$ cat src/hw/rtl/binary_to_decimal_ascii_top_assert.svh
`ifndef BINARY_TO_DECIMAL_ASCII_TOP_ASSERT_SVH
`define BINARY_TO_DECIMAL_ASCII_TOP_ASSERT_SVH

// same-cycle implication, checked on every rising edge out of reset
`define B2DA_ASSERT_NOW(lbl, ante, cons, msg) \
  lbl: assert property (@(posedge clk_i) disable iff (!rst_ni) (ante) |-> (cons)) \
    else $error(msg);

// next-cycle implication
`define B2DA_ASSERT_NEXT(lbl, ante, cons, msg) \
  lbl: assert property (@(posedge clk_i) disable iff (!rst_ni) (ante) |=> (cons)) \
    else $error(msg);

`endif

$ cat src/hw/rtl/b2da_pkg.sv
package b2da_pkg;

  localparam int NUMBER_BITS = 32;
  localparam int IN_W        = 32;
  localparam int CHAR_W      = 6;
  localparam int DIGIT_W     = 4;
  localparam int DIGITS      = (NUMBER_BITS * 30103 + 99999) / 100000;
  localparam int BCD_W       = DIGITS * DIGIT_W;
  localparam int POS_W       = (DIGITS > 1) ? $clog2(DIGITS) : 1;
  localparam int STEPS       = 4;
  localparam int STAGES      = (NUMBER_BITS + STEPS - 1) / STEPS;
  localparam int PAD_W       = STAGES * STEPS;

  localparam logic [CHAR_W-1:0]  ASCII_ZERO = CHAR_W'(48);
  localparam logic [DIGIT_W-1:0] ADD_LIMIT  = DIGIT_W'(5);
  localparam logic [DIGIT_W-1:0] ADD_FIX    = DIGIT_W'(3);

  typedef logic [DIGITS-1:0][DIGIT_W-1:0] bcd_t;

  // a group of double dabble steps, one input bit each, msb first
  function automatic logic [BCD_W-1:0] dabble_group(input logic [BCD_W-1:0] bcd,
                                                    input logic [STEPS-1:0] bits);
    logic [BCD_W-1:0] acc;
    acc = bcd;
    for (int s = STEPS - 1; s >= 0; s--) begin
      for (int d = 0; d < DIGITS; d++) begin
        if (acc[d*DIGIT_W +: DIGIT_W] >= ADD_LIMIT) begin
          acc[d*DIGIT_W +: DIGIT_W] = acc[d*DIGIT_W +: DIGIT_W] + ADD_FIX;
        end
      end
      acc = {acc[BCD_W-2:0], bits[s]};
    end
    return acc;
  endfunction

endpackage

$ cat src/hw/rtl/b2da_dabble.sv
module b2da_dabble (
  input  logic                          clk_i,
  input  logic                          rst_ni,
  input  logic                          valid_i,
  output logic                          stall_o,
  input  logic [b2da_pkg::IN_W-1:0]     number_i,
  output logic                          valid_o,
  input  logic                          stall_i,
  output logic [b2da_pkg::BCD_W-1:0]    bcd_o
);

  localparam int STAGES = b2da_pkg::STAGES;
  localparam int PAD_W  = b2da_pkg::PAD_W;
  localparam int BCD_W  = b2da_pkg::BCD_W;
  localparam int STEPS  = b2da_pkg::STEPS;

  logic [STAGES-1:0] vld_q;
  logic [BCD_W-1:0]  bcd_q [STAGES];
  logic [PAD_W-1:0]  num_q [STAGES];
  logic [STAGES:0]   rdy;
  logic [STAGES-1:0] vld_in;
  logic [BCD_W-1:0]  bcd_in [STAGES];
  logic [PAD_W-1:0]  num_in [STAGES];

  always_comb begin
    rdy[STAGES] = !stall_i;
    for (int k = STAGES - 1; k >= 0; k--) begin
      rdy[k] = !vld_q[k] || rdy[k+1];
    end
  end

  always_comb begin
    vld_in[0] = valid_i;
    bcd_in[0] = '0;
    num_in[0] = PAD_W'(number_i[b2da_pkg::NUMBER_BITS-1:0]);
    for (int k = 1; k < STAGES; k++) begin
      vld_in[k] = vld_q[k-1];
      bcd_in[k] = bcd_q[k-1];
      num_in[k] = num_q[k-1];
    end
  end

  for (genvar k = 0; k < STAGES; k++) begin : g_stage
    always_ff @(posedge clk_i or negedge rst_ni) begin
      if (!rst_ni) begin
        vld_q[k] <= 1'b0;
      end else if (rdy[k]) begin
        vld_q[k] <= vld_in[k];
      end
    end

    always_ff @(posedge clk_i) begin
      if (rdy[k] && vld_in[k]) begin
        bcd_q[k] <= b2da_pkg::dabble_group(bcd_in[k], num_in[k][PAD_W-1 -: STEPS]);
        num_q[k] <= num_in[k] << STEPS;
      end
    end
  end

  assign stall_o = !rdy[0];
  assign valid_o = vld_q[STAGES-1];
  assign bcd_o   = bcd_q[STAGES-1];

endmodule

$ cat src/hw/rtl/b2da_serial.sv
`include "binary_to_decimal_ascii_top_assert.svh"

module b2da_serial (
  input  logic                          clk_i,
  input  logic                          rst_ni,
  input  logic                          valid_i,
  output logic                          stall_o,
  input  logic [b2da_pkg::BCD_W-1:0]    bcd_i,
  output logic                          valid_o,
  input  logic                          stall_i,
  output logic [b2da_pkg::CHAR_W-1:0]   digit_char_o,
  output logic                          last_digit_o
);

  localparam int POS_W  = b2da_pkg::POS_W;
  localparam int DIGITS = b2da_pkg::DIGITS;

  b2da_pkg::bcd_t            bcd_q;
  b2da_pkg::bcd_t            bcd_in;
  logic [POS_W-1:0]          pos_q;
  logic [POS_W-1:0]          lead;
  logic                      busy_q;
  logic                      out_vld_q;
  logic [b2da_pkg::CHAR_W-1:0] char_q;
  logic                      last_q;
  logic                      out_free;
  logic                      emit;
  logic                      finish;
  logic                      take;

  assign bcd_in   = bcd_i;
  assign out_free = !out_vld_q || !stall_i;
  assign emit     = busy_q && out_free;
  assign finish   = emit && (pos_q == '0);
  assign take     = valid_i && (!busy_q || finish);
  assign stall_o  = busy_q && !finish;

  // position of the leading nonzero digit, zero for a zero value
  always_comb begin
    lead = '0;
    for (int d = 0; d < DIGITS; d++) begin
      if (bcd_in[d] != '0) begin
        lead = POS_W'(d);
      end
    end
  end

  always_ff @(posedge clk_i or negedge rst_ni) begin
    if (!rst_ni) begin
      busy_q    <= 1'b0;
      out_vld_q <= 1'b0;
    end else begin
      if (take) begin
        busy_q <= 1'b1;
      end else if (finish) begin
        busy_q <= 1'b0;
      end
      if (emit) begin
        out_vld_q <= 1'b1;
      end else if (!stall_i) begin
        out_vld_q <= 1'b0;
      end
    end
  end

  always_ff @(posedge clk_i) begin
    if (take) begin
      bcd_q <= bcd_in;
      pos_q <= lead;
    end else if (emit) begin
      pos_q <= pos_q - POS_W'(1);
    end
    if (emit) begin
      char_q <= b2da_pkg::ASCII_ZERO + b2da_pkg::CHAR_W'(bcd_q[pos_q]);
      last_q <= (pos_q == '0);
    end
  end

  assign valid_o      = out_vld_q;
  assign digit_char_o = char_q;
  assign last_digit_o = last_q;

  `B2DA_ASSERT_NEXT(a_done_clears_busy, finish && !valid_i, !busy_q, "busy after last digit")
  `B2DA_ASSERT_NEXT(a_pos_holds, busy_q && !out_free, busy_q && $stable(pos_q), "digit lost on stall")
  `B2DA_ASSERT_NOW(a_char_range, out_vld_q, (char_q >= 6'd48) && (char_q <= 6'd57), "bad char")

endmodule

$ cat src/hw/rtl/binary_to_decimal_ascii_top.sv
// Converts an unsigned binary number to decimal ASCII digits, most significant
// first, without leading zeros; zero gives a single '0', and the final
// character of each number carries last_digit_o. A number passes through an
// eight-stage double dabble pipeline (four bit steps per stage), then a
// serializer sends one character per cycle from its output register unless
// out_stall_i holds it. A number has 1 to 10 digits, and the serializer takes
// the next one in the same cycle that it emits the last digit of the current.
module binary_to_decimal_ascii_top (
  input  logic                        clk_i,
  input  logic                        rst_ni,
  input  logic                        in_valid_i,
  output logic                        in_stall_o,
  input  logic [b2da_pkg::IN_W-1:0]   number_i,
  output logic                        out_valid_o,
  input  logic                        out_stall_i,
  output logic [b2da_pkg::CHAR_W-1:0] digit_char_o,
  output logic                        last_digit_o
);

  logic                        bcd_vld;
  logic                        bcd_stall;
  logic [b2da_pkg::BCD_W-1:0]  bcd;

  b2da_dabble u_dabble (
    .clk_i    (clk_i),
    .rst_ni   (rst_ni),
    .valid_i  (in_valid_i),
    .stall_o  (in_stall_o),
    .number_i (number_i),
    .valid_o  (bcd_vld),
    .stall_i  (bcd_stall),
    .bcd_o    (bcd)
  );

  b2da_serial u_serial (
    .clk_i        (clk_i),
    .rst_ni       (rst_ni),
    .valid_i      (bcd_vld),
    .stall_o      (bcd_stall),
    .bcd_i        (bcd),
    .valid_o      (out_valid_o),
    .stall_i      (out_stall_i),
    .digit_char_o (digit_char_o),
    .last_digit_o (last_digit_o)
  );

endmodule

$ cat config.mk
export PLATFORM = sky130hd
export DESIGN_NAME = binary_to_decimal_ascii_top
export DESIGN_NICKNAME = d
export VERILOG_FILES = /design/src/hw/rtl/b2da_pkg.sv /design/src/hw/rtl/b2da_dabble.sv /design/src/hw/rtl/b2da_serial.sv /design/src/hw/rtl/binary_to_decimal_ascii_top.sv
export VERILOG_INCLUDE_DIRS = /design/src /design/src/hw/rtl
export SDC_FILE = /design/constraint.sdc
export NUM_CORES = 1
export LEC_CHECK = 0
export BUFFER_PORTS_ARGS = -buffer_cell sky130_fd_sc_hd__buf_2
export CAP_MARGIN = 20
export CORE_MARGIN = 1.5
export CORE_UTILIZATION = 60
export CTS_BUF_LIST = sky130_fd_sc_hd__clkbuf_16
export DETAILED_ROUTE_END_ITERATION = 8
export PLACE_DENSITY = 0.79
export SLEW_MARGIN = 40
export SYNTH_ARGS = -nofsm -noshare
export SYNTH_HDL_FRONTEND = slang
export SYNTH_SLANG_ARGS = --single-unit
$ cat constraint.sdc
create_clock -name clk_i -period 8.6 [get_ports clk_i]
set_input_delay 1.29 -clock clk_i [delete_from_list [all_inputs] [get_ports clk_i]]
set_output_delay 1.29 -clock clk_i [all_outputs]
set_load 0.01 [all_outputs]
* Word level (Yosys, flattened, before mapping)
Memory sizes are Yosys's and may differ from the RTL's.
Index checks and enable logic that the tools add are counted.
** Word-level totals
- Latch bits :: 0
- Bits in read-only memories :: 0
- Output and inout port bits :: 9
- Memories kept :: 2
- Bits in registers :: 61
- RAM bits :: 544
** Memories
- u_dabble.bcd_q :: words 8, bits a word 40, rd ports 8, clocked after memory_dff 0, write ports 8, RTL line b2da_dabble.sv:18 : logic [BCD_W-1:0] bcd_q [STAGES];
- u_dabble.num_q :: words 8, bits a word 28, rd ports 7, clocked after memory_dff 0, write ports 8, RTL line b2da_dabble.sv:19 : logic [PAD_W-1:0] num_q [STAGES];
** Operators by class
- Equality and inequality tests :: 1
- Shift operators :: 0
- Div/mod/pow operators :: 0
- $add $sub $neg :: 291
- Multiplexer cells :: 612
- Multipliers :: 0
- Reductions and logical operators :: 48
- Order comparisons :: 290
- Bitwise logic cells :: 0
** Operator list (count)
- 4-bit two-way mux :: 534
- 4-bit by 3-bit >= comparator with 1-bit output, second input constant :: 289
- 4-bit by 2-bit adder with 4-bit output, second input constant :: 261
- 3-bit two-way mux :: 56
- 3-bit by 2-bit adder with 3-bit output, second input constant :: 28
- 4-bit nonzero test :: 9
- 1-bit two-way mux :: 21
- 4-bit binary-select mux with 4-bit select :: 1
- 1-bit logical NOT :: 14
- 1-bit logical AND :: 12
- 1-bit logical OR :: 10
- 5-bit by 5-bit adder with 6-bit output, first input constant :: 1
- 4-bit by 5-bit less-than comparator with 1-bit output, second input constant :: 1
- 4-bit logical NOT :: 1
- 2-bit nonzero test :: 2
- 4-bit by 1-bit subtractor with 4-bit output, second input constant :: 1
- 2-bit by 1-bit inequality test with 1-bit output, second input constant :: 1

* Depth between registers and ports, before layout
Gate-level depths: netlist of the first run.
- Depth after elaboration :: 26
- Gate-level depth with buffers :: 18

* Hierarchy
A second synthesis of the first run with hierarchy kept.
** Unflattened totals
- Cell total of the unflattened synthesis :: 3039
- Area, all modules :: 28373.5 um2
** By module, submodules not included
- b2da_dabble :: cells each 2909, area an instance 26123.8 um2, times used 1
- b2da_serial :: cells each 130, area an instance 2249.7 um2, times used 1

* Worst setup path after synthesis of the first run
Ideal clock, no wire load.
- Path type :: input -> register
- Start point :: input out_stall_i
- End point :: memory u_dabble.bcd_q[0][80] (netlist bit) (enable)
- Path slack :: 4.509 ns
- Buffers on the path :: 0
- Data arrival time :: 3.659 ns
- Stages on the path :: 7
- Library setup time :: 0.431 ns
- Data required time :: 8.169 ns
- Cells stage by stage :: nand2_1 > a21boi_0 > nand3_1 > inv_1 > and3_1 > and3_1 > nor2b_1
** RTL lines
- from (decl) :: RTL line binary_to_decimal_ascii_top.sv:15 : input logic out_stall_i,
- to (decl) :: RTL line b2da_dabble.sv:18

* Final worst setup path of the first run
- Start point :: register u_serial.pos_q[0]
- End point :: output in_stall_o
** On the way
- Longest elaborated chain between the ends :: 14
** Ends and longest elaborated chain
- from (decl) :: RTL line b2da_serial.sv:20 : logic [POS_W-1:0] pos_q;
- from (signal assigned) :: RTL line b2da_serial.sv:69 : pos_q <= lead;
- from (signal assigned) :: RTL line b2da_serial.sv:71 : pos_q <= pos_q - POS_W'(1);
- 4-bit logical NOT :: RTL line b2da_serial.sv:34 : assign finish = emit && (pos_q == '0);
- 1-bit logical AND :: RTL line b2da_serial.sv:34
- 1-bit logical NOT :: RTL line b2da_serial.sv:36 : assign stall_o = busy_q && !finish;
- 1-bit logical AND :: RTL line b2da_serial.sv:36
- 1-bit logical NOT :: RTL line b2da_dabble.sv:26 : rdy[STAGES] = !stall_i;
- 1-bit logical OR (8 in series) :: RTL line b2da_dabble.sv:28 : rdy[k] = !vld_q[k] || rdy[k+1];
- 1-bit logical NOT :: RTL line b2da_dabble.sv:60 : assign stall_o = !rdy[0];
- to (decl) :: RTL line binary_to_decimal_ascii_top.sv:12 : output logic in_stall_o,
Every way passes these cells.

==> results.toml, run 1 <==
[sta]
finalWorstPathRequiredPeriod_ns = 4.802
timing.max_slew.rel_slack_pct = 44.98
holdWs_ns = 0.4110
totalNegativeSetupSlack_ns = 0
final_critical_path_setup_slack_ns = 3.798
worst_pin_slew_ns = 0.8222
period_share_pct = 55.83
slew_violations = 0
timing.final.hold_violations = 0
setup_viol = 0
clock_skew_ns = 0.02349
fmax_ghz = 0.2083
grt_setup_unrepaired = "false"

[floorplan]
design.die.area_um2 = 46490
initial_core_util_pct = 61.06
die_y_um = 215.6
fp.coreArea_um2 = 44410
placement_rows = 77
chipWidth_um = 215.6
io_pins = 45

[yosys]
synth_ff_type = "sky130_fd_sc_hd__edfxtp_1"
postSynthCellCount = 2856
synth_most_common_cell = "sky130_fd_sc_hd__edfxtp_1"
postSynthRegisterBits = 356
synth.yosys.warnings = 0
synth.top_cells.by_count = "346 x sky130_fd_sc_hd__edfxtp_1, 265 x sky130_fd_sc_hd__a21oi_1, 245 x sky130_fd_sc_hd__o21ai_0"
synth-edff-count = 346
postSynthAreaPerCell_um2 = 9.496
seq_area_frac_synth_pct = 39.23
fraction_of_post_synthesis_cell_area_in_the_top_cell_type_by_area_pct = 38.31
ys_async_sr_fraction_pct = 2.809
synth.top_cells.by_area = "sky130_fd_sc_hd__edfxtp_1 38%, sky130_fd_sc_hd__ha_1 6.8%, sky130_fd_sc_hd__a21oi_1 4.9%"
synth_area_um2 = 27120
synth_area_leader_cell = "sky130_fd_sc_hd__edfxtp_1"
yosysUniqueCellTypes = 95

[critical_path]
cp_common_cell = "sky130_fd_sc_hd__inv_1"
r2r.worst_path.cells = 13
r2r_start = "u_dabble.bcd_q[1][0]$_DFFE_PP_"
critical_path.max_stage_delay_ns = 0.56
r2r-end = "u_dabble.bcd_q[1][45]$_DFFE_PP_"
worstPathCellList = "buf_8 > inv_1 > ha_1 > nor3b_1 > a21boi_0 > nand3_1 > inv_1 > and3_1 > and3_1 > nand3_1 > inv_1 > buf_2"
arrival_ns = 3.51
critPathSlowestCell = "sky130_fd_sc_hd__edfxtp_1"
worst-setup-path-type = "flip-flop to primary output"
worstSetupEndpointType = "primary output"
setup.reg_to_reg.worst_slack_ns = 4.54
cp_data_required_time_ns = 7.31
startpoint_type = "flip-flop"
critPathMaxFanout = 10

[run]
max_cap_violations = 0

[cells_and_area]
fin_area_um2 = 29260
final_stage_net_count = 3075
synthToLayoutAreaGrowth_pct = 7.884
diodes = 0
layout-drive-gt1-share_pct = 9.973

[clock_tree]
cts-hold-fix-buffers = 0
cts_tree = "done"
sink_count = 356
postCtsSetupBuffers = 0
path_clk_slew_ns = 0.06
root_buffer = "sky130_fd_sc_hd__clkbuf_16"
total_cts_buffers = 39
clock_insertion_delay_worst_skew_ns = 0.56
htree_levels = 2
count_of_instances_resized_after_the_clock_tree_is_built = 0
cts-root-to-sink-buffers = 3

[route]
avgViaCountPerCell = 6.195
antenna_violating_nets_post_route = 0
post-route-drc-count = 0
detail_route.wirelength_um = 52730
dr.first_iter.drc_count = 1430
avgRoutedWirePerCell_um = 15.02
detailedRoute.firstPassIterationCount = 5
routed-via-count = 21750

[global_routing]
pin_count_of_the_biggest_net_entering_global_routing = 42
global_route_usage_sum_pct = 22.15
antenna_found_initial = 0
grt_overflow = 0
grt_first_pass_wirelength_um = 89300
grt_pass1_vias = 20310

[pwr]
swShare_pct = 33.27
power_per_cell_area_nw_per_um2 = 199.9
vdd_ir_drop_max_mv = 0.1849
pwr-share-seq_pct = 37.4
pwr-share-clk_pct = 27.4
static-leakage-power_nw = 10.84
netSwitchingPower_w = 0.001946
internal_power_w = 0.003904
comb_power_share_pct = 35.2

[placed_design]
pre_cts_ws_ns = 4.146
dpl.hpwl_um = 38540
count_of_port_buffers_added_during_placement = 42
gpl.final_weighted_congestion = 0.8362
detailed_place.area_um2 = 27990

[hold_path]
worst_hold_path_type = "flip-flop to flip-flop"
worstHoldEndpoint = "u_dabble.num_q[0][69]$_DFFE_PP_"
hp-start = "u_dabble.num_q[0][37]$_DFFE_PP_"
cells_on_worst_hold_path = 0

[run_status]
status = "completed"
## placed cells by master, fill, tap and decap left out, types with 15 or more instances in the layout
cell type                     n
sky130_fd_sc_hd__inv_1      203
sky130_fd_sc_hd__a21oi_1    265
sky130_fd_sc_hd__nor3b_1     50
sky130_fd_sc_hd__nand3_1     45
sky130_fd_sc_hd__nor2_1     212
sky130_fd_sc_hd__a21o_1      21
sky130_fd_sc_hd__mux2i_1     84
sky130_fd_sc_hd__o31ai_1     17
sky130_fd_sc_hd__o21ai_1     29
sky130_fd_sc_hd__a31oi_1     74
sky130_fd_sc_hd__clkbuf_16   41
sky130_fd_sc_hd__o21ai_0    245
sky130_fd_sc_hd__nor2b_1     37
sky130_fd_sc_hd__o22ai_1     45
sky130_fd_sc_hd__xnor2_1    121
sky130_fd_sc_hd__buf_2       42
sky130_fd_sc_hd__o21bai_1    21
sky130_fd_sc_hd__a211oi_1    27
sky130_fd_sc_hd__a21oi_2     23
sky130_fd_sc_hd__mux2_2      66
sky130_fd_sc_hd__xor2_1      26
sky130_fd_sc_hd__a31o_2      18
sky130_fd_sc_hd__nor3_1      56
sky130_fd_sc_hd__edfxtp_1   346
sky130_fd_sc_hd__or3_1       15
sky130_fd_sc_hd__o211ai_1    27
sky130_fd_sc_hd__and2_1      24
sky130_fd_sc_hd__o21a_1      36
sky130_fd_sc_hd__a22oi_1     17
sky130_fd_sc_hd__nand2_1    155
sky130_fd_sc_hd__nand2b_1    78
sky130_fd_sc_hd__ha_1       147
## worst max path at each step
stage	to	depth (start not counted)	slack, ns	from
after floorplan	u_dabble.bcd_q[0][80]$_DFFE_PP_	7	4.51	out_stall_i
after global placement	in_stall_o	10	4.21	out_stall_i
after detailed placement	in_stall_o	11	4.15	u_serial.pos_q[0]$_DFFE_PP_
after CTS	in_stall_o	11	3.49	u_serial.pos_q[0]$_DFFE_PP_
after global routing	in_stall_o	12	3.50	u_serial.pos_q[0]$_DFFE_PP_
final	in_stall_o	12	3.80	u_serial.pos_q[0]$_DFFE_PP_
## routing by layer
| layer | wire length [µm] | GRT usage [%] |
|---|---|---|
| met5 | 0 | 0 |
| met4 | 1404 | 8.322 |
| met3 | 1849 | 2.495 |
| met2 | 28170 | 42.73 |
| met1 | 21300 | 24.75 |
## per-stage QoR
stage	util (%)	std cells	total power, W
global placement	62.87	3439	0.004111
global route	65.88	3510	0.006200
floorplan	-	2857	0.003873
CTS	65.77	3509	0.005869
finish	65.88	3510	0.005850
detailed placement	63.02	3442	0.004252
## sequential cells by signal, summed over array words and instances (netlist names), 4 cells and up
name                   flops
u_serial.pos_q             4
u_dabble.num_q           112
u_serial.digit_char_o      4
u_dabble.bcd_q           185
u_serial.bcd_q            40
u_dabble.vld_in            7
## power groups by stage
stage	registers (W)	clock network, W	logic, W
floorplan	0.00219	0	0.00169
global placement	0.00222	0	0.00189
detailed placement	0.00223	0	0.00203
CTS	0.00219	0.00164	0.00204
global route	0.00220	0.00169	0.00231
finish	0.00219	0.00160	0.00206
## cell type report
class,instances,area [µm²]
sequential,356,10640
clock buffer,41,1026
inverter,197,739.5
clock inverter,26,193.9
multi-input combinational,2242,15560
timing repair buffer,56,357.8
fill,3402,15150
tap,592,740.7
## worst max-delay path, delay by kind of cell (launching register included)
family,cells,cell delay (ns)
AO/OA/AOI/OAI,1,0.39
adder cells (fa/ha/maj),1,0.23
buffers and inverters,5,0.62
flip-flops,1,0.56
AND/OR/NAND/NOR,5,1.15
## kinds of logic after synthesis
| group | after synthesis | share of synthesized area [%] |
|---|---|---|
| buffers and inverters | 259 | 3.622 |
| flip-flops | 356 | 39.23 |
| other | 1 | 0.01383 |
| AND/OR/NAND/NOR | 735 | 13.58 |
| multiplexers | 164 | 6.791 |
| adder cells (fa/ha/maj) | 152 | 6.966 |
| AO/OA/AOI/OAI | 1027 | 24.19 |
| XOR/XNOR | 162 | 5.605 |
(Power assumes the default switching activity.)
==> run 2: changes to the inputs <==
--- a/config.mk
+++ b/config.mk
@@ -9,10 +9,10 @@
 export BUFFER_PORTS_ARGS = -buffer_cell sky130_fd_sc_hd__buf_2
 export CAP_MARGIN = 20
 export CORE_MARGIN = 1.5
-export CORE_UTILIZATION = 60
+export CORE_UTILIZATION = 59
 export CTS_BUF_LIST = sky130_fd_sc_hd__clkbuf_16
 export DETAILED_ROUTE_END_ITERATION = 8
-export PLACE_DENSITY = 0.79
+export PLACE_DENSITY = 0.8
 export SLEW_MARGIN = 40
 export SYNTH_ARGS = -nofsm -noshare
 export SYNTH_HDL_FRONTEND = slang
==> constraint.sdc (replaced) <==
create_clock -name clk_i -period 4.05 [get_ports clk_i]
set_input_delay 0.6075 -clock clk_i [delete_from_list [all_inputs] [get_ports clk_i]]
set_output_delay 0.6075 -clock clk_i [all_outputs]
set_load 0.01 [all_outputs]
==> run 2 against run 1 <==
  * Die area up 1.7%
  * Clock power rose by 130%
  * Sequential share of layout area decreased by 0.35 points
  * Clock skew is 0.0026 ns lower
  * Utilization shrank 0.77 points
  * Largest power group unchanged
  * Highest routed layer unchanged
  * Setup slack got worse by 3.6 ns
==> results.toml, run 2 (same netlist as run 1, synthesis figures left out) <==
[global_routing]
grt_first_pass_wirelength_um = 89550
grt_overflow = 0
antenna_found_initial = 0
grt_pass1_vias = 20430
pin_count_of_the_biggest_net_entering_global_routing = 43
global_route_usage_sum_pct = 22.10

[route]
routed-via-count = 21790
detailedRoute.firstPassIterationCount = 6
antenna_violating_nets_post_route = 0
detailroute.wirelength.met3_um = 1854
detail_route.wirelength_um = 53360
topRoutingLayerUsed = "met4"
dr.first_iter.drc_count = 1352
post-route-drc-count = 0
detail_route.wirelength.met1_um = 20980
wl_met2_um = 28940
avgRoutedWirePerCell_um = 15.06
avgViaCountPerCell = 6.148

[pwr]
static-leakage-power_nw = 10.95
vdd_ir_drop_max_mv = 0.4036
power_per_cell_area_nw_per_um2 = 431.0
post-layout-total-power_w = 0.01273

[cells_and_area]
fin_area_um2 = 29550
number_of_flip_flops_in_the_largest_register = 185
largest_register = "u_dabble.bcd_q"
final_stage_net_count = 3095
post-route-util_pct = 65.11
synthToLayoutAreaGrowth_pct = 8.945
layoutNonFillerInstCount = 3544
final_cell_mix = "346 x sky130_fd_sc_hd__edfxtp_1, 261 x sky130_fd_sc_hd__a21oi_1, 244 x sky130_fd_sc_hd__o21ai_0"
final_common_cell = "sky130_fd_sc_hd__edfxtp_1"
layout_top_registers = "u_dabble.bcd_q x185, u_dabble.num_q x112, u_serial.bcd_q x40"
layout-drive-gt1-share_pct = 11.04
diodes = 0
fill_cells = 3486

[sta]
slew_violations = 0
clock_skew_ns = 0.02088
timing.max_slew.rel_slack_pct = 45.58
grt_setup_unrepaired = "true"
fmax_ghz = 0.2595
final_critical_path_setup_slack_ns = 0.1964
setup_viol = 0
worst_pin_slew_ns = 0.8105
period_share_pct = 95.15
timing.final.hold_violations = 0
finalWorstPathRequiredPeriod_ns = 3.854

[run]
max_cap_violations = 0

[critical_path]
startpoint_type = "flip-flop"
critPathMaxFanout = 8
r2r.worst_path.cells = 15
arrival_ns = 4.15
setup.reg_to_reg.worst_slack_ns = 0.20
cp_data_required_time_ns = 4.35
worstSetupEndpointType = "flip-flop"
worst-setup-path-type = "flip-flop to flip-flop"

[floorplan]
fp.coreArea_um2 = 45380
die_y_um = 217.4
initial_core_util_pct = 59.76
io_pins = 45
design.die.area_um2 = 47260
placement_rows = 78
chipWidth_um = 217.4

[clock_tree]
sink_count = 356
total_cts_buffers = 41
clock_insertion_delay_worst_skew_ns = 0.57
root_buffer = "sky130_fd_sc_hd__clkbuf_16"
path_clk_slew_ns = 0.06
htree_levels = 2
cts_tree = "done"
cts-root-to-sink-buffers = 3

[placed_design]
count_of_port_buffers_added_during_placement = 42
detailed_place.area_um2 = 28030
numPlacedInstances = 3459
dpl.hpwl_um = 38600
pre_cts_ws_ns = 0.06844
gpl.final_weighted_congestion = 0.8325

[hold_path]
cells_on_worst_hold_path = 1
worst_hold_path_type = "primary input to flip-flop"

[run_status]
status = "completed"
## run 2: changes by cell type in the layout (fill, tap and decap cells not counted), sizes merged
| cell | before | now |
|---|---|---|
| buf | 56 | 73 |
| bufinv | 2 | 3 |
| clkbuf | 41 | 43 |
| clkinv | 15 | 18 |
| clkinvlp | 2 | 5 |
| dlygate4sd3 | 0 | 1 |
| inv | 204 | 203 |
## run 2: stage by stage
stage / hold slack, ns / setup TNS (ns)
6_report: 0.2091 / 0
5_1_grt: 0.1975 / -0.2064
4_1_cts: 0.1911 / 0
3_5_place_dp: 0.4045 / 0
3_3_place_gp: 0.4014 / 0
2_1_floorplan: 0.3119 / 0
## run 2: area by class of cell
class,instances,area (µm²),share of cell area [%]
inverters,197,739.5,2.503
clock buffers,43,1076,3.642
flip-flops and latches,356,10640,36.01
multi-input cells,2242,15610,52.84
well taps,600,750.7,2.541
clock inverters,32,262.8,0.8893
repair buffers,74,464.2,1.571
## run 2: critical path: stages (launching register included)
cell and delay, ns:
sky130_fd_sc_hd__edfxtp_1 0.41, sky130_fd_sc_hd__inv_1 0.14, sky130_fd_sc_hd__ha_1 0.22, sky130_fd_sc_hd__nand2b_1 0.09
sky130_fd_sc_hd__a21oi_1 0.32, sky130_fd_sc_hd__mux2_2 0.45, sky130_fd_sc_hd__a21o_1 0.20, sky130_fd_sc_hd__a31oi_2 0.29
sky130_fd_sc_hd__inv_1 0.08, sky130_fd_sc_hd__ha_1 0.24, sky130_fd_sc_hd__a211oi_1 0.25, sky130_fd_sc_hd__a41oi_1 0.08
sky130_fd_sc_hd__a211o_1 0.36, sky130_fd_sc_hd__and2_1 0.18, sky130_fd_sc_hd__o21ai_0 0.16, sky130_fd_sc_hd__o21ai_0 0.10
## run 2: layer usage
layer,up-vias,GRT usage [%]
li1,10900,-
met1,10290,23.55
met2,485,43.92
met3,106,2.767
met4,0,7.940
met5,-,0
## run 2: path summary, 6_finish.rpt
path,start,to
max in group asynchronous,rst_ni,u_dabble.vld_in[4]$_DFFE_PN0P_
max reg2reg,u_dabble.bcd_q[1][84]$_DFFE_PP_,u_dabble.bcd_q[1][127]$_DFFE_PP_
min reg2reg,u_dabble.num_q[0][66]$_DFFE_PP_,u_dabble.num_q[0][98]$_DFFE_PP_
max,u_dabble.bcd_q[1][84]$_DFFE_PP_,u_dabble.bcd_q[1][127]$_DFFE_PP_
min,number_i[17],u_dabble.num_q[0][17]$_DFFE_PP_
min in group asynchronous,rst_ni,u_serial.busy_q$_DFFE_PN0P_
## run 2: where the power goes
part / internal, W / total (W) / leakage [nW] / switching (W)
sequential: 0.00449 / 0.00463 / 3.24 / 0.000147
clock: 0.00213 / 0.00364 / 0.653 / 0.00151
combinational: 0.00187 / 0.00446 / 7.07 / 0.00259
total: 0.00849 / 0.0127 / 11.0 / 0.00424
## run 2: timing repair
action | in CTS | in global routing
setup buffers | 0 | 8
resized for setup | 0 | 15
hold buffers | 1 | 0
hold endpoints to repair | 10 | 0
endpoints found under the setup margin | 0 | 18
